==> config.mk <==
export PLATFORM = sky130hd
export DESIGN_NAME = three_freq_heterodyne_unwrap_flat
export DESIGN_NICKNAME = d
export VERILOG_FILES = /design/src/rtl/thfh_pkg.sv /design/src/rtl/thfh_if.sv /design/src/rtl/three_freq_heterodyne_unwrap.sv /design/src/rtl/thfh_cfg.sv /design/src/rtl/thfh_beat.sv /design/src/rtl/thfh_div.sv /design/src/flat_wrapper.sv
export VERILOG_INCLUDE_DIRS = /design/src /design/src/rtl
export SDC_FILE = /design/constraint.sdc
export NUM_CORES = 2
export LEC_CHECK = 0
export BUFFER_PORTS_ARGS = -buffer_cell sky130_fd_sc_hd__buf_2
export CAP_MARGIN = 20
export CORE_ASPECT_RATIO = 0.7
export CORE_MARGIN = 8
export CORE_UTILIZATION = 45
export DETAILED_ROUTE_END_ITERATION = 8
export PLACE_DENSITY = 0.7
export SLEW_MARGIN = 20
export SYNTH_ARGS = -nofsm -noshare
export SYNTH_HDL_FRONTEND = slang
export SYNTH_HIERARCHICAL = 1
export SYNTH_SLANG_ARGS = --single-unit
==> constraint.sdc <==
create_clock -name clk -period 18.8 [get_ports clk]
set_input_delay 0 -clock clk [delete_from_list [all_inputs] [get_ports clk]]
set_output_delay 0 -clock clk [all_outputs]
set_load 0.02 [all_outputs]
==> src/rtl/three_freq_heterodyne_unwrap_defines.svh <==
// ---------------------------------------------------------------------------
// Assertion macros
// Shared concurrent assertion forms for the heterodyne unwrap block.
// ---------------------------------------------------------------------------
`ifndef THREE_FREQ_HETERODYNE_UNWRAP_DEFINES_SVH
`define THREE_FREQ_HETERODYNE_UNWRAP_DEFINES_SVH

// same-cycle implication
`define THFH_ASSERT_IMPLY(label, clk, rst, ante, cons, msg) \
  label: assert property (@(posedge clk) disable iff (rst) (ante) |-> (cons)) \
    else $error(msg);

// next-cycle implication
`define THFH_ASSERT_NEXT(label, clk, rst, ante, cons, msg) \
  label: assert property (@(posedge clk) disable iff (rst) (ante) |=> (cons)) \
    else $error(msg);

`endif

==> src/rtl/thfh_pkg.sv <==
// ---------------------------------------------------------------------------
// thfh_pkg
// Widths, codes, types and helpers of the heterodyne unwrap pipeline.
// ---------------------------------------------------------------------------
package thfh_pkg;

  localparam int PHASE_BITS = 16;
  localparam int FREQ_BITS  = 10;
  localparam int IN_W       = 16;
  localparam int ABS_W      = 27;
  localparam int ORD_W      = 11;
  localparam int IDX_W      = 2;

  localparam int PROD_W     = FREQ_BITS + PHASE_BITS;
  localparam int T_W        = PROD_W + 1;
  localparam int O12_W      = FREQ_BITS + 2;
  localparam int A_W        = PROD_W + 2;
  localparam int M_W        = FREQ_BITS + 1 + A_W;
  localparam int N_W        = M_W + 1;
  localparam int X_W        = N_W + 1 - PHASE_BITS;
  localparam int DIV_STAGES = 4;
  localparam int DIV_STEP   = 3;
  localparam int Q_W        = DIV_STAGES * DIV_STEP;
  localparam int R_W        = FREQ_BITS + Q_W;
  localparam int FULL_W     = ORD_W + PHASE_BITS;
  localparam int CMP_W      = FULL_W + ABS_W;

  localparam int FREQ_HIGH_RST = 3;
  localparam int FREQ_MID_RST  = 2;
  localparam int FREQ_LOW_RST  = 1;

  localparam logic signed [ORD_W-1:0] ORD_MAX = ORD_W'(2 ** (ORD_W - 1) - 1);
  localparam logic signed [ORD_W-1:0] ORD_MIN = ORD_W'(-(2 ** (ORD_W - 1)));
  localparam logic [Q_W-1:0] Q_POS_LIM = Q_W'(2 ** (ORD_W - 1) - 1);
  localparam logic [Q_W-1:0] Q_NEG_LIM = Q_W'(2 ** (ORD_W - 1));
  localparam logic signed [CMP_W-1:0] ABS_MAX_X = CMP_W'(2 ** (ABS_W - 1) - 1);
  localparam logic signed [CMP_W-1:0] ABS_MIN_X = CMP_W'(-(2 ** (ABS_W - 1)));

  typedef enum logic [IDX_W-1:0] {
    REG_FREQ_HIGH = 2'd0,
    REG_FREQ_MID  = 2'd1,
    REG_FREQ_LOW  = 2'd2
  } cfg_reg_t;

  typedef logic [IN_W-1:0]              in_phase_t;
  typedef logic [PHASE_BITS-1:0]        phase_t;
  typedef logic [FREQ_BITS-1:0]         freq_t;
  typedef logic [PROD_W-1:0]            prod_t;
  typedef logic signed [A_W-1:0]        a12_t;
  typedef logic signed [M_W-1:0]        m1_t;
  typedef logic signed [N_W-1:0]        num_t;
  typedef logic [X_W-1:0]               x_t;
  typedef logic [Q_W-1:0]               quo_t;
  typedef logic [R_W-1:0]               rem_t;

  typedef struct packed {
    freq_t f1;
    freq_t f12;
    logic  ok;
  } cfg_t;

  typedef struct packed {
    logic   ok;
    logic   cerr;
    logic   neg;
    x_t     x;
    phase_t p1;
  } beat_t;

  typedef struct packed {
    logic   ok;
    logic   cerr;
    logic   neg;
    logic   ovf;
    quo_t   q;
    rem_t   r;
    phase_t p1;
  } dstage_t;

  function automatic phase_t phase_of(in_phase_t v);
    logic [PHASE_BITS+IN_W-1:0] w;
    w = {{PHASE_BITS{1'b0}}, v};
    return w[PHASE_BITS-1:0];
  endfunction

endpackage

==> src/rtl/thfh_if.sv <==
// ---------------------------------------------------------------------------
// thfh interfaces
// Pixel, result and configuration channels with valid/ready transfer.
// ---------------------------------------------------------------------------
interface thfh_pixel_if;
  logic                  valid;
  logic                  ready;
  thfh_pkg::in_phase_t   phase_one;
  thfh_pkg::in_phase_t   phase_two;
  thfh_pkg::in_phase_t   phase_three;
  logic                  mask_one;
  logic                  mask_two;
  logic                  mask_three;

  modport source (output valid, phase_one, phase_two, phase_three,
                  mask_one, mask_two, mask_three, input ready);
  modport sink   (input valid, phase_one, phase_two, phase_three,
                  mask_one, mask_two, mask_three, output ready);
endinterface

interface thfh_result_if;
  logic                               valid;
  logic                               ready;
  logic signed [thfh_pkg::ABS_W-1:0]  unwrap_phase;
  logic signed [thfh_pkg::ORD_W-1:0]  fine_order;
  logic                               pixel_valid;
  logic                               config_error;

  modport source (output valid, unwrap_phase, fine_order, pixel_valid,
                  config_error, input ready);
  modport sink   (input valid, unwrap_phase, fine_order, pixel_valid,
                  config_error, output ready);
endinterface

interface thfh_cfg_if;
  logic                          valid;
  logic                          ready;
  logic [thfh_pkg::IDX_W-1:0]    index;
  thfh_pkg::freq_t               data;

  modport source (output valid, index, data, input ready);
  modport sink   (input valid, index, data, output ready);
endinterface

==> src/rtl/three_freq_heterodyne_unwrap.sv <==
// ---------------------------------------------------------------------------
// three_freq_heterodyne_unwrap
// Three-frequency heterodyne phase unwrapping, one pixel per transfer.
// ---------------------------------------------------------------------------
// Usage:
//   pixel  : three wrapped phases and three masks; one transfer per cycle while ready is high.
//   result : absolute phase (16 fraction bits), fringe order, pixel_valid
//            and config_error, one result per pixel, in order.
//   cfg    : writes freq_high, freq_mid, freq_low at index 0, 1, 2; other
//            indexes are dropped. Always ready. Write only while idle.
// A result is valid once it has passed six arithmetic stages, four divider
// stages (3 quotient bits each) and the output register. One pixel per
// cycle is taken while pixel.ready is high; every stage is used once
// per pixel.
// Reset loads frequencies 3, 2, 1 and empties the pipeline.
// When the receiver stalls, the output register holds its result and only
// stages holding items stop; empty stages upstream keep filling, and
// pixel.ready falls once every stage is occupied.
// ---------------------------------------------------------------------------
`include "three_freq_heterodyne_unwrap_defines.svh"

module three_freq_heterodyne_unwrap (
  input  logic          clk,
  input  logic          rst,
  thfh_pixel_if.sink    pixel,
  thfh_result_if.source result,
  thfh_cfg_if.sink      cfg
);

  thfh_pkg::cfg_t    cfg_state;
  logic              beat_valid, beat_ready;
  thfh_pkg::beat_t   beat;
  logic              div_valid, div_ready;
  thfh_pkg::dstage_t div_q;

  logic signed [thfh_pkg::ORD_W-1:0]  ord;
  logic [thfh_pkg::FULL_W-1:0]        full;
  logic signed [thfh_pkg::CMP_W-1:0]  wide;
  logic signed [thfh_pkg::CMP_W-1:0]  clamped;
  logic                               fin_en;

  thfh_cfg u_cfg (
    .clk   (clk),
    .rst   (rst),
    .cfg   (cfg),
    .state (cfg_state)
  );

  thfh_beat u_beat (
    .clk       (clk),
    .rst       (rst),
    .pixel     (pixel),
    .cfgs      (cfg_state),
    .out_valid (beat_valid),
    .out_ready (beat_ready),
    .beat      (beat)
  );

  thfh_div u_div (
    .clk       (clk),
    .rst       (rst),
    .f12       (cfg_state.f12),
    .in_valid  (beat_valid),
    .in_ready  (beat_ready),
    .in_beat   (beat),
    .out_valid (div_valid),
    .out_ready (div_ready),
    .out_q     (div_q)
  );

  assign fin_en    = !result.valid || result.ready;
  assign div_ready = fin_en;

  always_comb begin
    if (div_q.neg) begin
      if (div_q.ovf || (div_q.q > thfh_pkg::Q_NEG_LIM)) begin
        ord = thfh_pkg::ORD_MIN;
      end else begin
        ord = -$signed(div_q.q[thfh_pkg::ORD_W-1:0]);
      end
    end else begin
      if (div_q.ovf || (div_q.q > thfh_pkg::Q_POS_LIM)) begin
        ord = thfh_pkg::ORD_MAX;
      end else begin
        ord = $signed(div_q.q[thfh_pkg::ORD_W-1:0]);
      end
    end
  end

  assign full = {ord, div_q.p1};
  assign wide = $signed({{thfh_pkg::ABS_W{full[thfh_pkg::FULL_W-1]}}, full});

  always_comb begin
    if (wide > thfh_pkg::ABS_MAX_X) begin
      clamped = thfh_pkg::ABS_MAX_X;
    end else if (wide < thfh_pkg::ABS_MIN_X) begin
      clamped = thfh_pkg::ABS_MIN_X;
    end else begin
      clamped = wide;
    end
  end

  always_ff @(posedge clk) begin
    if (rst) begin
      result.valid <= 1'b0;
    end else if (fin_en) begin
      result.valid <= div_valid;
    end
  end

  always_ff @(posedge clk) begin
    if (fin_en) begin
      result.unwrap_phase <= div_q.ok ? clamped[thfh_pkg::ABS_W-1:0] : '0;
      result.fine_order   <= div_q.ok ? ord : '0;
      result.pixel_valid  <= div_q.ok;
      result.config_error <= div_q.cerr;
    end
  end

  `THFH_ASSERT_IMPLY(a_stall_only_from_sink, clk, rst, !pixel.ready, result.valid && !result.ready, "pixel stalled without a held result")
  `THFH_ASSERT_NEXT(a_beat_held, clk, rst, beat_valid && !beat_ready, beat_valid && $stable(beat), "front end item lost during stall")
  `THFH_ASSERT_NEXT(a_ovf_saturates, clk, rst, div_valid && div_ready && div_q.ok && div_q.ovf, result.fine_order == thfh_pkg::ORD_MAX || result.fine_order == thfh_pkg::ORD_MIN, "quotient overflow not saturated")

endmodule

==> src/rtl/thfh_cfg.sv <==
// ---------------------------------------------------------------------------
// thfh_cfg
// Frequency registers and the ordering / beat-one consistency check.
// ---------------------------------------------------------------------------
module thfh_cfg (
  input  logic             clk,
  input  logic             rst,
  thfh_cfg_if.sink         cfg,
  output thfh_pkg::cfg_t   state
);

  thfh_pkg::freq_t freq_high;
  thfh_pkg::freq_t freq_mid;
  thfh_pkg::freq_t freq_low;
  logic [thfh_pkg::FREQ_BITS+1:0] sum_outer;
  logic [thfh_pkg::FREQ_BITS+1:0] sum_mid;

  assign cfg.ready = 1'b1;

  always_ff @(posedge clk) begin
    if (rst) begin
      freq_high <= thfh_pkg::freq_t'(thfh_pkg::FREQ_HIGH_RST);
      freq_mid  <= thfh_pkg::freq_t'(thfh_pkg::FREQ_MID_RST);
      freq_low  <= thfh_pkg::freq_t'(thfh_pkg::FREQ_LOW_RST);
    end else if (cfg.valid && cfg.ready) begin
      unique case (thfh_pkg::cfg_reg_t'(cfg.index))
        thfh_pkg::REG_FREQ_HIGH: freq_high <= cfg.data;
        thfh_pkg::REG_FREQ_MID:  freq_mid  <= cfg.data;
        thfh_pkg::REG_FREQ_LOW:  freq_low  <= cfg.data;
        default: ;
      endcase
    end
  end

  // f1 - f2 - (f2 - f3) == 1  <=>  f1 + f3 == 2*f2 + 1
  assign sum_outer = {2'b00, freq_high} + {2'b00, freq_low};
  assign sum_mid   = {1'b0, freq_mid, 1'b0} + {{(thfh_pkg::FREQ_BITS+1){1'b0}}, 1'b1};

  assign state.ok  = (freq_high > freq_mid) && (freq_mid > freq_low) &&
                     (freq_low != '0) && (sum_outer == sum_mid);
  assign state.f1  = freq_high;
  assign state.f12 = freq_high - freq_mid;

endmodule

==> src/rtl/thfh_beat.sv <==
// ---------------------------------------------------------------------------
// thfh_beat
// Six-stage front end: beat phases, beat order, scaled numerator and the
// rounded dividend for the fringe order.
// ---------------------------------------------------------------------------
module thfh_beat (
  input  logic             clk,
  input  logic             rst,
  thfh_pixel_if.sink       pixel,
  input  thfh_pkg::cfg_t   cfgs,
  output logic             out_valid,
  input  logic             out_ready,
  output thfh_pkg::beat_t  beat
);

  logic [5:0] v;
  logic [6:0] en;
  logic [5:0] vin;

  thfh_pkg::phase_t p1, p2, p3, p12_c, pc_c;

  thfh_pkg::phase_t s1_p1, s1_p12, s1_pc;
  logic             s1_ok, s1_cerr;

  thfh_pkg::prod_t  s2_prod;
  thfh_pkg::phase_t s2_p1, s2_p12;
  logic             s2_ok, s2_cerr;

  logic signed [thfh_pkg::T_W-1:0]   t;
  logic [thfh_pkg::T_W-1:0]          t_mag;
  logic [thfh_pkg::T_W:0]            t_rnd;
  logic [thfh_pkg::FREQ_BITS:0]      q12;
  logic signed [thfh_pkg::O12_W-1:0] order12;
  thfh_pkg::a12_t                    a12_c;

  thfh_pkg::a12_t   s3_a12;
  thfh_pkg::prod_t  s3_pp1;
  thfh_pkg::phase_t s3_p1;
  logic             s3_ok, s3_cerr;

  thfh_pkg::m1_t    s4_m1;
  thfh_pkg::prod_t  s4_pp1;
  thfh_pkg::phase_t s4_p1;
  logic             s4_ok, s4_cerr;

  thfh_pkg::num_t   s5_n;
  thfh_pkg::phase_t s5_p1;
  logic             s5_ok, s5_cerr;

  logic [thfh_pkg::N_W-1:0] n_mag;
  logic [thfh_pkg::N_W+1:0] x_sum;

  assign en[6] = out_ready;
  for (genvar k = 0; k < 6; k++) begin : g_en
    assign en[k] = !v[k] || en[k+1];
  end
  assign vin         = {v[4:0], pixel.valid};
  assign pixel.ready = en[0];
  assign out_valid   = v[5];

  always_ff @(posedge clk) begin
    if (rst) begin
      v <= '0;
    end else begin
      v <= (en[5:0] & vin) | (~en[5:0] & v);
    end
  end

  // stage 1: beat and coarse phases
  assign p1    = thfh_pkg::phase_of(pixel.phase_one);
  assign p2    = thfh_pkg::phase_of(pixel.phase_two);
  assign p3    = thfh_pkg::phase_of(pixel.phase_three);
  assign p12_c = p1 - p2;
  assign pc_c  = p12_c - (p2 - p3);

  always_ff @(posedge clk) begin
    if (en[0]) begin
      s1_p1   <= p1;
      s1_p12  <= p12_c;
      s1_pc   <= pc_c;
      s1_ok   <= cfgs.ok && pixel.mask_one && pixel.mask_two && pixel.mask_three;
      s1_cerr <= !cfgs.ok;
    end
  end

  // stage 2: f12 * coarse phase
  always_ff @(posedge clk) begin
    if (en[1]) begin
      s2_prod <= cfgs.f12 * s1_pc;
      s2_p1   <= s1_p1;
      s2_p12  <= s1_p12;
      s2_ok   <= s1_ok;
      s2_cerr <= s1_cerr;
    end
  end

  // stage 3: beat order, absolute beat phase, f12 * p1
  assign t = $signed({1'b0, s2_prod}) -
             $signed({{(thfh_pkg::FREQ_BITS+1){1'b0}}, s2_p12});
  assign t_mag = t[thfh_pkg::T_W-1] ? $unsigned(-t) : $unsigned(t);
  assign t_rnd = {t_mag, 1'b0} + ((thfh_pkg::T_W+1)'(1) << thfh_pkg::PHASE_BITS);
  assign q12   = t_rnd[thfh_pkg::T_W:thfh_pkg::PHASE_BITS+1];
  assign order12 = t[thfh_pkg::T_W-1] ? -$signed({1'b0, q12}) : $signed({1'b0, q12});
  assign a12_c = $signed({order12, {thfh_pkg::PHASE_BITS{1'b0}}}) +
                 $signed({{(thfh_pkg::FREQ_BITS+2){1'b0}}, s2_p12});

  always_ff @(posedge clk) begin
    if (en[2]) begin
      s3_a12  <= a12_c;
      s3_pp1  <= cfgs.f12 * s2_p1;
      s3_p1   <= s2_p1;
      s3_ok   <= s2_ok;
      s3_cerr <= s2_cerr;
    end
  end

  // stage 4: f1 * absolute beat phase
  always_ff @(posedge clk) begin
    if (en[3]) begin
      s4_m1   <= $signed({1'b0, cfgs.f1}) * s3_a12;
      s4_pp1  <= s3_pp1;
      s4_p1   <= s3_p1;
      s4_ok   <= s3_ok;
      s4_cerr <= s3_cerr;
    end
  end

  // stage 5: numerator
  always_ff @(posedge clk) begin
    if (en[4]) begin
      s5_n    <= $signed({s4_m1[thfh_pkg::M_W-1], s4_m1}) -
                 $signed({{(thfh_pkg::N_W-thfh_pkg::PROD_W){1'b0}}, s4_pp1});
      s5_p1   <= s4_p1;
      s5_ok   <= s4_ok;
      s5_cerr <= s4_cerr;
    end
  end

  // stage 6: fold the rounding into the dividend
  assign n_mag = s5_n[thfh_pkg::N_W-1] ? $unsigned(-s5_n) : $unsigned(s5_n);
  assign x_sum = {1'b0, n_mag, 1'b0} +
                 ((thfh_pkg::N_W+2)'(cfgs.f12) << thfh_pkg::PHASE_BITS);

  always_ff @(posedge clk) begin
    if (en[5]) begin
      beat.ok   <= s5_ok;
      beat.cerr <= s5_cerr;
      beat.neg  <= s5_n[thfh_pkg::N_W-1];
      beat.x    <= x_sum[thfh_pkg::N_W+1:thfh_pkg::PHASE_BITS+1];
      beat.p1   <= s5_p1;
    end
  end

endmodule

==> src/rtl/thfh_div.sv <==
// ---------------------------------------------------------------------------
// thfh_div
// Pipelined restoring divider by f12 with an overflow flag for quotients
// that cannot fit the quotient width.
// ---------------------------------------------------------------------------
module thfh_div (
  input  logic               clk,
  input  logic               rst,
  input  thfh_pkg::freq_t    f12,
  input  logic               in_valid,
  output logic               in_ready,
  input  thfh_pkg::beat_t    in_beat,
  output logic               out_valid,
  input  logic               out_ready,
  output thfh_pkg::dstage_t  out_q
);

  logic [thfh_pkg::DIV_STAGES-1:0] v;
  logic [thfh_pkg::DIV_STAGES:0]   en;
  logic [thfh_pkg::DIV_STAGES-1:0] vin;

  thfh_pkg::dstage_t st      [thfh_pkg::DIV_STAGES];
  thfh_pkg::dstage_t st_next [thfh_pkg::DIV_STAGES];
  thfh_pkg::dstage_t src     [thfh_pkg::DIV_STAGES];

  logic [thfh_pkg::X_W+thfh_pkg::R_W-1:0] xw;
  logic [thfh_pkg::X_W+thfh_pkg::R_W-1:0] lim;

  assign en[thfh_pkg::DIV_STAGES] = out_ready;
  for (genvar k = 0; k < thfh_pkg::DIV_STAGES; k++) begin : g_en
    assign en[k] = !v[k] || en[k+1];
  end
  assign vin       = {v[thfh_pkg::DIV_STAGES-2:0], in_valid};
  assign in_ready  = en[0];
  assign out_valid = v[thfh_pkg::DIV_STAGES-1];
  assign out_q     = st[thfh_pkg::DIV_STAGES-1];

  assign xw  = {{thfh_pkg::R_W{1'b0}}, in_beat.x};
  assign lim = {{thfh_pkg::X_W{1'b0}}, f12, {thfh_pkg::Q_W{1'b0}}};

  assign src[0].ok   = in_beat.ok;
  assign src[0].cerr = in_beat.cerr;
  assign src[0].neg  = in_beat.neg;
  assign src[0].ovf  = xw >= lim;
  assign src[0].q    = '0;
  assign src[0].r    = xw[thfh_pkg::R_W-1:0];
  assign src[0].p1   = in_beat.p1;

  for (genvar k = 1; k < thfh_pkg::DIV_STAGES; k++) begin : g_src
    assign src[k] = st[k-1];
  end

  always_comb begin : div_steps
    thfh_pkg::dstage_t cur;
    thfh_pkg::rem_t    dd;
    int                b;
    for (int k = 0; k < thfh_pkg::DIV_STAGES; k++) begin
      cur = src[k];
      for (int j = 0; j < thfh_pkg::DIV_STEP; j++) begin
        b  = thfh_pkg::Q_W - 1 - (k * thfh_pkg::DIV_STEP + j);
        dd = thfh_pkg::rem_t'(f12) << b;
        if (cur.r >= dd) begin
          cur.r    = cur.r - dd;
          cur.q[b] = 1'b1;
        end
      end
      st_next[k] = cur;
    end
  end

  always_ff @(posedge clk) begin
    if (rst) begin
      v <= '0;
    end else begin
      v <= (en[thfh_pkg::DIV_STAGES-1:0] & vin) | (~en[thfh_pkg::DIV_STAGES-1:0] & v);
    end
  end

  always_ff @(posedge clk) begin
    for (int k = 0; k < thfh_pkg::DIV_STAGES; k++) begin
      if (en[k]) begin
        st[k] <= st_next[k];
      end
    end
  end

endmodule

==> src/flat_wrapper.sv <==
// flat-port wrapper written by rule: the top's interface ports become plain ports
module three_freq_heterodyne_unwrap_flat 
  (clk, rst, pixel_valid, pixel_phase_one, pixel_phase_two, pixel_phase_three, pixel_mask_one, pixel_mask_two, pixel_mask_three, pixel_ready, result_valid, result_unwrap_phase, result_fine_order, result_pixel_valid, result_config_error, result_ready, cfg_valid, cfg_index, cfg_data, cfg_ready);
  thfh_pixel_if pixel_i ();
  thfh_result_if result_i ();
  thfh_cfg_if cfg_i ();
  input  logic clk;
  input  logic rst;
  input wire logic [$bits(pixel_i.valid)-1:0] pixel_valid;
  input wire logic [$bits(pixel_i.phase_one)-1:0] pixel_phase_one;
  input wire logic [$bits(pixel_i.phase_two)-1:0] pixel_phase_two;
  input wire logic [$bits(pixel_i.phase_three)-1:0] pixel_phase_three;
  input wire logic [$bits(pixel_i.mask_one)-1:0] pixel_mask_one;
  input wire logic [$bits(pixel_i.mask_two)-1:0] pixel_mask_two;
  input wire logic [$bits(pixel_i.mask_three)-1:0] pixel_mask_three;
  output wire logic [$bits(pixel_i.ready)-1:0] pixel_ready;
  output wire logic [$bits(result_i.valid)-1:0] result_valid;
  output wire logic [$bits(result_i.unwrap_phase)-1:0] result_unwrap_phase;
  output wire logic [$bits(result_i.fine_order)-1:0] result_fine_order;
  output wire logic [$bits(result_i.pixel_valid)-1:0] result_pixel_valid;
  output wire logic [$bits(result_i.config_error)-1:0] result_config_error;
  input wire logic [$bits(result_i.ready)-1:0] result_ready;
  input wire logic [$bits(cfg_i.valid)-1:0] cfg_valid;
  input wire logic [$bits(cfg_i.index)-1:0] cfg_index;
  input wire logic [$bits(cfg_i.data)-1:0] cfg_data;
  output wire logic [$bits(cfg_i.ready)-1:0] cfg_ready;
  assign pixel_i.valid = pixel_valid;
  assign pixel_i.phase_one = pixel_phase_one;
  assign pixel_i.phase_two = pixel_phase_two;
  assign pixel_i.phase_three = pixel_phase_three;
  assign pixel_i.mask_one = pixel_mask_one;
  assign pixel_i.mask_two = pixel_mask_two;
  assign pixel_i.mask_three = pixel_mask_three;
  assign pixel_ready = pixel_i.ready;
  assign result_valid = result_i.valid;
  assign result_unwrap_phase = result_i.unwrap_phase;
  assign result_fine_order = result_i.fine_order;
  assign result_pixel_valid = result_i.pixel_valid;
  assign result_config_error = result_i.config_error;
  assign result_i.ready = result_ready;
  assign cfg_i.valid = cfg_valid;
  assign cfg_i.index = cfg_index;
  assign cfg_i.data = cfg_data;
  assign cfg_ready = cfg_i.ready;
  three_freq_heterodyne_unwrap u_core (.clk(clk), .rst(rst), .pixel(pixel_i), .result(result_i), .cfg(cfg_i));
endmodule
### Yosys cells after proc, flatten, opt, wreduce, memory -nomap -nowiden

Memory sizes are Yosys's and may differ from the RTL's.
Index checks and enable logic that the tools add are counted.

| operators by class | value |
|---|---|
| multipliers | 3 |
| bitwise gates (word level) | 9 |
| equality and inequality tests | 3 |
| add/subtract/negate cells | 27 |
| multiplexer cells | 39 |
| reductions and logical operators | 37 |
| order comparisons | 19 |

Operators with widths:

| cell | count |
|---|---|
| 22-bit two-way mux | 11 |
| 27-bit two-way mux | 2 |
| 10-bit by 16-bit multiplier with 26-bit output | 2 |
| 16-bit subtractor | 3 |
| 41-bit by 26-bit adder with 42-bit output | 1 |
| 40-bit two-way mux | 1 |
| 40-bit negator | 1 |
| 39-bit by 27-bit subtractor with 40-bit output | 1 |
| 11-bit by 28-bit multiplier with 39-bit output | 1 |
| 11-bit two-way mux | 3 |
| 28-bit by 17-bit adder with 28-bit output | 1 |
| 28-bit by 17-bit adder with 28-bit output (second input constant) | 1 |
| 27-bit greater-than comparator (second input constant) | 1 |
| 27-bit less-than comparator (second input constant) | 1 |
| 27-bit negator | 1 |
| 26-bit by 16-bit subtractor with 27-bit output | 1 |
| 26-bit two-way mux | 1 |
| 25-bit by 22-bit greater-or-equal comparator with 1-bit output | 1 |
| 23-bit two-way mux | 1 |
| 22-bit by 10-bit greater-or-equal comparator with 1-bit output | 1 |
| 22-bit by 11-bit greater-or-equal comparator with 1-bit output | 1 |
| 22-bit by 12-bit greater-or-equal comparator with 1-bit output | 1 |
| 22-bit by 13-bit greater-or-equal comparator with 1-bit output | 1 |
| 22-bit by 14-bit greater-or-equal comparator with 1-bit output | 1 |
| other kinds (46) | 97 |

| storage, ports and cells | value |
|---|---|
| memories kept | 1 |
| bits in writable memories | 216 |
| flip-flop bits (word level) | 448 |
| output and inout bits | 43 |

Memory list:

| name | words | width | rd ports | clocked after memory_dff | write ports | line | source |
|---|---|---|---|---|---|---|---|
| u_core.u_div.st | 4 | 54 | 4 | 0 | 4 | thfh_div.sv:22 | `thfh_pkg::dstage_t st [thfh_pkg::DIV_STAGES];` |

### Logic depth before layout (Yosys ltp)

| logic depth | value |
|---|---|
| word-level depth | 15 |
| depth in mapped cells | 47 |
| depth with buffers taken out | 43 |

### By module

Netlist, hierarchy kept.

Modules (own cells, without submodules):

| module | cells an instance | area an instance (µm²) | instances | sequential area each (µm²) |
|---|---|---|---|---|
| thfh_beat | 3,653 | 37,439.7 | 1 | 11,140.7 |
| thfh_div | 1,585 | 15,506.1 | 1 | 6,025.8 |
| thfh_cfg | 269 | 2,339.7 | 1 | 600.6 |
| three_freq_heterodyne_unwrap | 147 | 1,876.8 | 1 | 1,221.2 |

### Worst setup path after synthesis

No wires, ideal clock.

| timing path | value |
|---|---|
| path type | register -> register |
| start | register u_core.u_cfg.freq_high[0] |
| end | memory u_core/u_div/st[0][29] (netlist bit) (data pin) |
| slack | 9.456 ns |
| clock period less this slack | 9.344 ns |
| arrival | 9.084 ns |
| required time | 18.540 ns |
| path buffers | 4 |
| cell stages (with the launch flop) | 44 |
| cells stage by stage | dfxtp_1 inv_1 ha_1 fa_1 inv_1 inv_1 ha_1 nor2b_1 o21ai_0 a21boi_0 o21ai_0 a21boi_0 o211ai_1 a21oi_1 clkbuf_1 o21ai_0 ha_1 nor2b_1 (+8 left out) clkbuf_1 nor2_1 a21oi_1 inv_1 ha_1 nor2b_1 o21ai_0 a21boi_0 o21ai_0 a21boi_0 o21ai_0 nand2b_1 a21oi_1 o211ai_1 nand2b_1 nand2b_1 buf_2 mux2_2 |

RTL lines:

| item | line | source |
|---|---|---|
| from (decl) | thfh_cfg.sv:12 | `thfh_pkg::freq_t freq_high;` |
| from (signal assigned) | thfh_cfg.sv:22 | `freq_high <= thfh_pkg::freq_t'(thfh_pkg::FREQ_HIGH_RST);` |
| from (signal assigned) | thfh_cfg.sv:27 | `thfh_pkg::REG_FREQ_HIGH: freq_high <= cfg.data;` |
| to (decl) | thfh_div.sv:22 |  |

==> impl_summary.log <==
[metrics] horizontal die dimension: 437 um
[metrics] # IOs: approximately 110
[metrics] setup repair after global routing missed its margin: no
[metrics] Post-Layout Cell Count: 7334
[metrics] CTS tree: yes
[metrics] aggregate global-route resource usage: 20.7%
[metrics] number of gates resized after CTS: 0
[metrics] data arrival time of the critical path: 11890 ps
[metrics] Relative slew margins: 24.4%
[metrics] Yosys warnings: 6
[metrics] root buf cell: sky130_fd_sc_hd__clkbuf_16
[metrics] CP max stage delay: 650 ps
[metrics] area grow syn2layout: 9.09%
[metrics] source-to-sink clock delay at the later pin of the worst-skew pair: 670 ps
[metrics] Reg2Reg Launch Point: u_core/u_cfg/freq_high[0]
[metrics] nets: 6646
[metrics] max-cap viol count: 0
[metrics] Vias/cell: around 5.6
[metrics] pin count of the biggest net entering global routing: 75
[metrics] via count of the first global-routing pass: 40312
[metrics] Placed Cells incl. Taps: 7162
[metrics] count of routing violations after the opening detailed-route iteration: between 3000 and 4000
[metrics] kind of launch point of the worst setup path: flip-flop
[metrics] Hold Worst Slack: 48.9 ps
[metrics] number of setup violations in the final report: 0
[metrics] Max H-tree Level: 3
[metrics] Slowest-stage cell, CP: sky130_fd_sc_hd__nor3_2
[metrics] Die ar.: 136000 um2
[metrics] register-to-register setup slack: 7310 ps
[metrics] share of the clock period used by the worst path after layout: approximately three fifths
[metrics] cell depth of the worst hold path: 4
[metrics] number of endpoints with negative hold slack in the final report: 0
[metrics] Post-Syn Instances: about 5500
[metrics] Post-Syn Area: 55900 um2
[metrics] number of DRC violations after detailed routing: 0
[metrics] Worst R2R Path Depth: 43
[metrics] max-slew violation count: 0
[metrics] achievable clock frequency: 87.0 MHz
[metrics] post-route antenna net violation count: 0
[metrics] r2r endpoint: u_core/u_div/st[2][29]
[metrics] share of cells above drive strength 1: 7.09%
[metrics] grt total ovfl: 0
[metrics] routed vias: 40823
[metrics] initial core utilization: 45.2%
[metrics] top fanout value on the critical path: 34
[metrics] synthesized net count: 6552
[metrics] cell row count: 108
[metrics] Tightest Pin Transition: 1120 ps
[metrics] count of input and output buffers: 109
[metrics] average footprint of a synthesized cell: 10.1 um2
[metrics] number of antenna violations at the first check in global routing: 9
[metrics] total wire length: 143 mm
[metrics] type of element capturing the critical path: flip-flop
[metrics] classification of the worst setup path: flip-flop to flip-flop
[metrics] worst hold path endpoint: u_core/u_beat/s1_pc[3]
[metrics] CTS sink cnt: 624
[metrics] Total Negative Setup Slacks: 0 ps
[metrics] status: finished clean
[metrics] CTS clk-pin slew, worst paths: 60 ps
[metrics] placeable core region: 124000 um2
[metrics] final weighted congestion in routability-driven placement: ~0.92
[metrics] vertical extent of the die: 311 um
[metrics] post-placement setup slack: 7220 ps
[metrics] number of buffers created by CTS: 66
[metrics] placed wire-length estimate after detailed placement: 110 mm
[metrics] detailed-router iteration count before antenna repair: 6
[metrics] Clock Skews: 36.1 ps
[metrics] startpoint of the most critical hold path: pixel_phase_three[3]
[metrics] shortest period the worst path allows: ~11000 ps
[metrics] Routed wire per std cell: 19.5 um
[metrics] type of the tightest min-delay check: primary input to flip-flop
[metrics] post-route worst setup slack: 7310 ps
[metrics] global-route wire length before repair: about 220 mm
[metrics] Bufs on Longest Clock Path: 3
[metrics] required arrival time at the worst endpoint: between 15000 and 20000 ps
cell type report:
cell class              count  area (um2)
multi-input cells        3964       34000
diodes                      2        5.00
clock inverters            45         513
well taps                1650        2060
flip-flops and latches    624       18300
inverters                 767        2880
fillers                 11151       62700
repair buffers            209        1430
clock buffers              73        1700
layout by cell type (no fill, tap or decap), types with 75 or more instances in the layout:
master	n
sky130_fd_sc_hd__nor3_1	75
sky130_fd_sc_hd__and2_1	295
sky130_fd_sc_hd__a21o_1	91
sky130_fd_sc_hd__fa_1	494
sky130_fd_sc_hd__xnor2_1	230
sky130_fd_sc_hd__inv_1	761
sky130_fd_sc_hd__buf_2	109
sky130_fd_sc_hd__ha_1	452
sky130_fd_sc_hd__nor2_1	290
sky130_fd_sc_hd__nand2_1	571
sky130_fd_sc_hd__o21ai_0	159
sky130_fd_sc_hd__a21oi_1	272
sky130_fd_sc_hd__edfxtp_1	583
sequential cells by signal (all words and copies together), names as in the netlist, 10 cells and up, named ones only:
signal / flops
u_core/u_cfg/freq_low: 10
u_core/u_beat/s4_p1: 16
u_core/u_beat/s5_p1: 16
u_core/u_beat/s4_m1: 39
u_core/u_beat/s2_p12: 16
u_core/u_beat/s1_pc: 16
u_core/u_beat/s3_a12: 28
u_core/u_beat/s3_p1: 16
u_core/u_cfg/freq_high: 10
u_core/result.fine_order: 11
u_core/u_beat/s3_pp1: 26
u_core/u_beat/s2_p1: 16
u_core/u_beat/s1_p1: 16
u_core/result.unwrap_phase: 27
u_core/u_beat/s2_prod: 26
u_core/u_div/st: 176
u_core/u_beat/s5_n: 40
u_core/u_beat/s4_pp1: 26
u_core/u_cfg/freq_mid: 10
u_core/u_beat/beat: 44
u_core/u_beat/s1_p12: 16
per-stage QoR:
stage / utilization, % / area (um2)
finish: 49.3 / 61000
global route: 49.3 / 61000
CTS: 49.3 / 60900
detailed placement: 47.1 / 58200
global placement: 47.1 / 58200
floorplan: - / 55900
metal layers:
layer | vias to the layer above | GRT usage, % | routed length (um)
li1 | 19050 | - | -
met1 | 19885 | 30.7 | 66400
met2 | 1680 | 29.5 | 58400
met3 | 206 | 5.59 | 14400
met4 | 2 | 5.87 | 3860
met5 | - | 0.322 | 56
worst max-delay path, delay by kind of cell, from the launching register on:
family / cells / cell delay (ps)
flip-flops: 1 / 330
AND/OR/NAND/NOR: 15 / 4390
AO/OA/AOI/OAI: 16 / 3170
XOR/XNOR: 1 / 160
adder cells (fa/ha/maj): 5 / 1830
buffers and inverters: 6 / 1300
how the worst max path moves through the flow:
stage,cells past startpoint,from,endpoint,slack [ps]
2_1_floorplan,43,u_core/u_cfg/freq_high[0],u_core/u_div/st[0][29],9460
3_3_place_gp,43,u_core/u_cfg/freq_high[0],u_core/u_div/st[2][30],7500
3_5_place_dp,42,u_core/u_cfg/freq_mid[1],u_core/u_div/st[2][30],7220
4_1_cts,43,u_core/u_cfg/freq_high[0],u_core/u_div/st[2][30],7130
5_1_grt,43,u_core/u_cfg/freq_high[0],u_core/u_div/st[2][29],6290
6_report,43,u_core/u_cfg/freq_high[0],u_core/u_div/st[2][29],7310
repair_timing:
| action | 4_1_cts | 5_1_grt |
|---|---|---|
| hold buffers | 52 | 0 |
| buffers inserted | 0 | 0 |
| endpoints found under the hold margin | 75 | 0 |
Power is not shown: default switching activity piles up to over one toggle a cycle in this logic, so the estimate is an artifact.
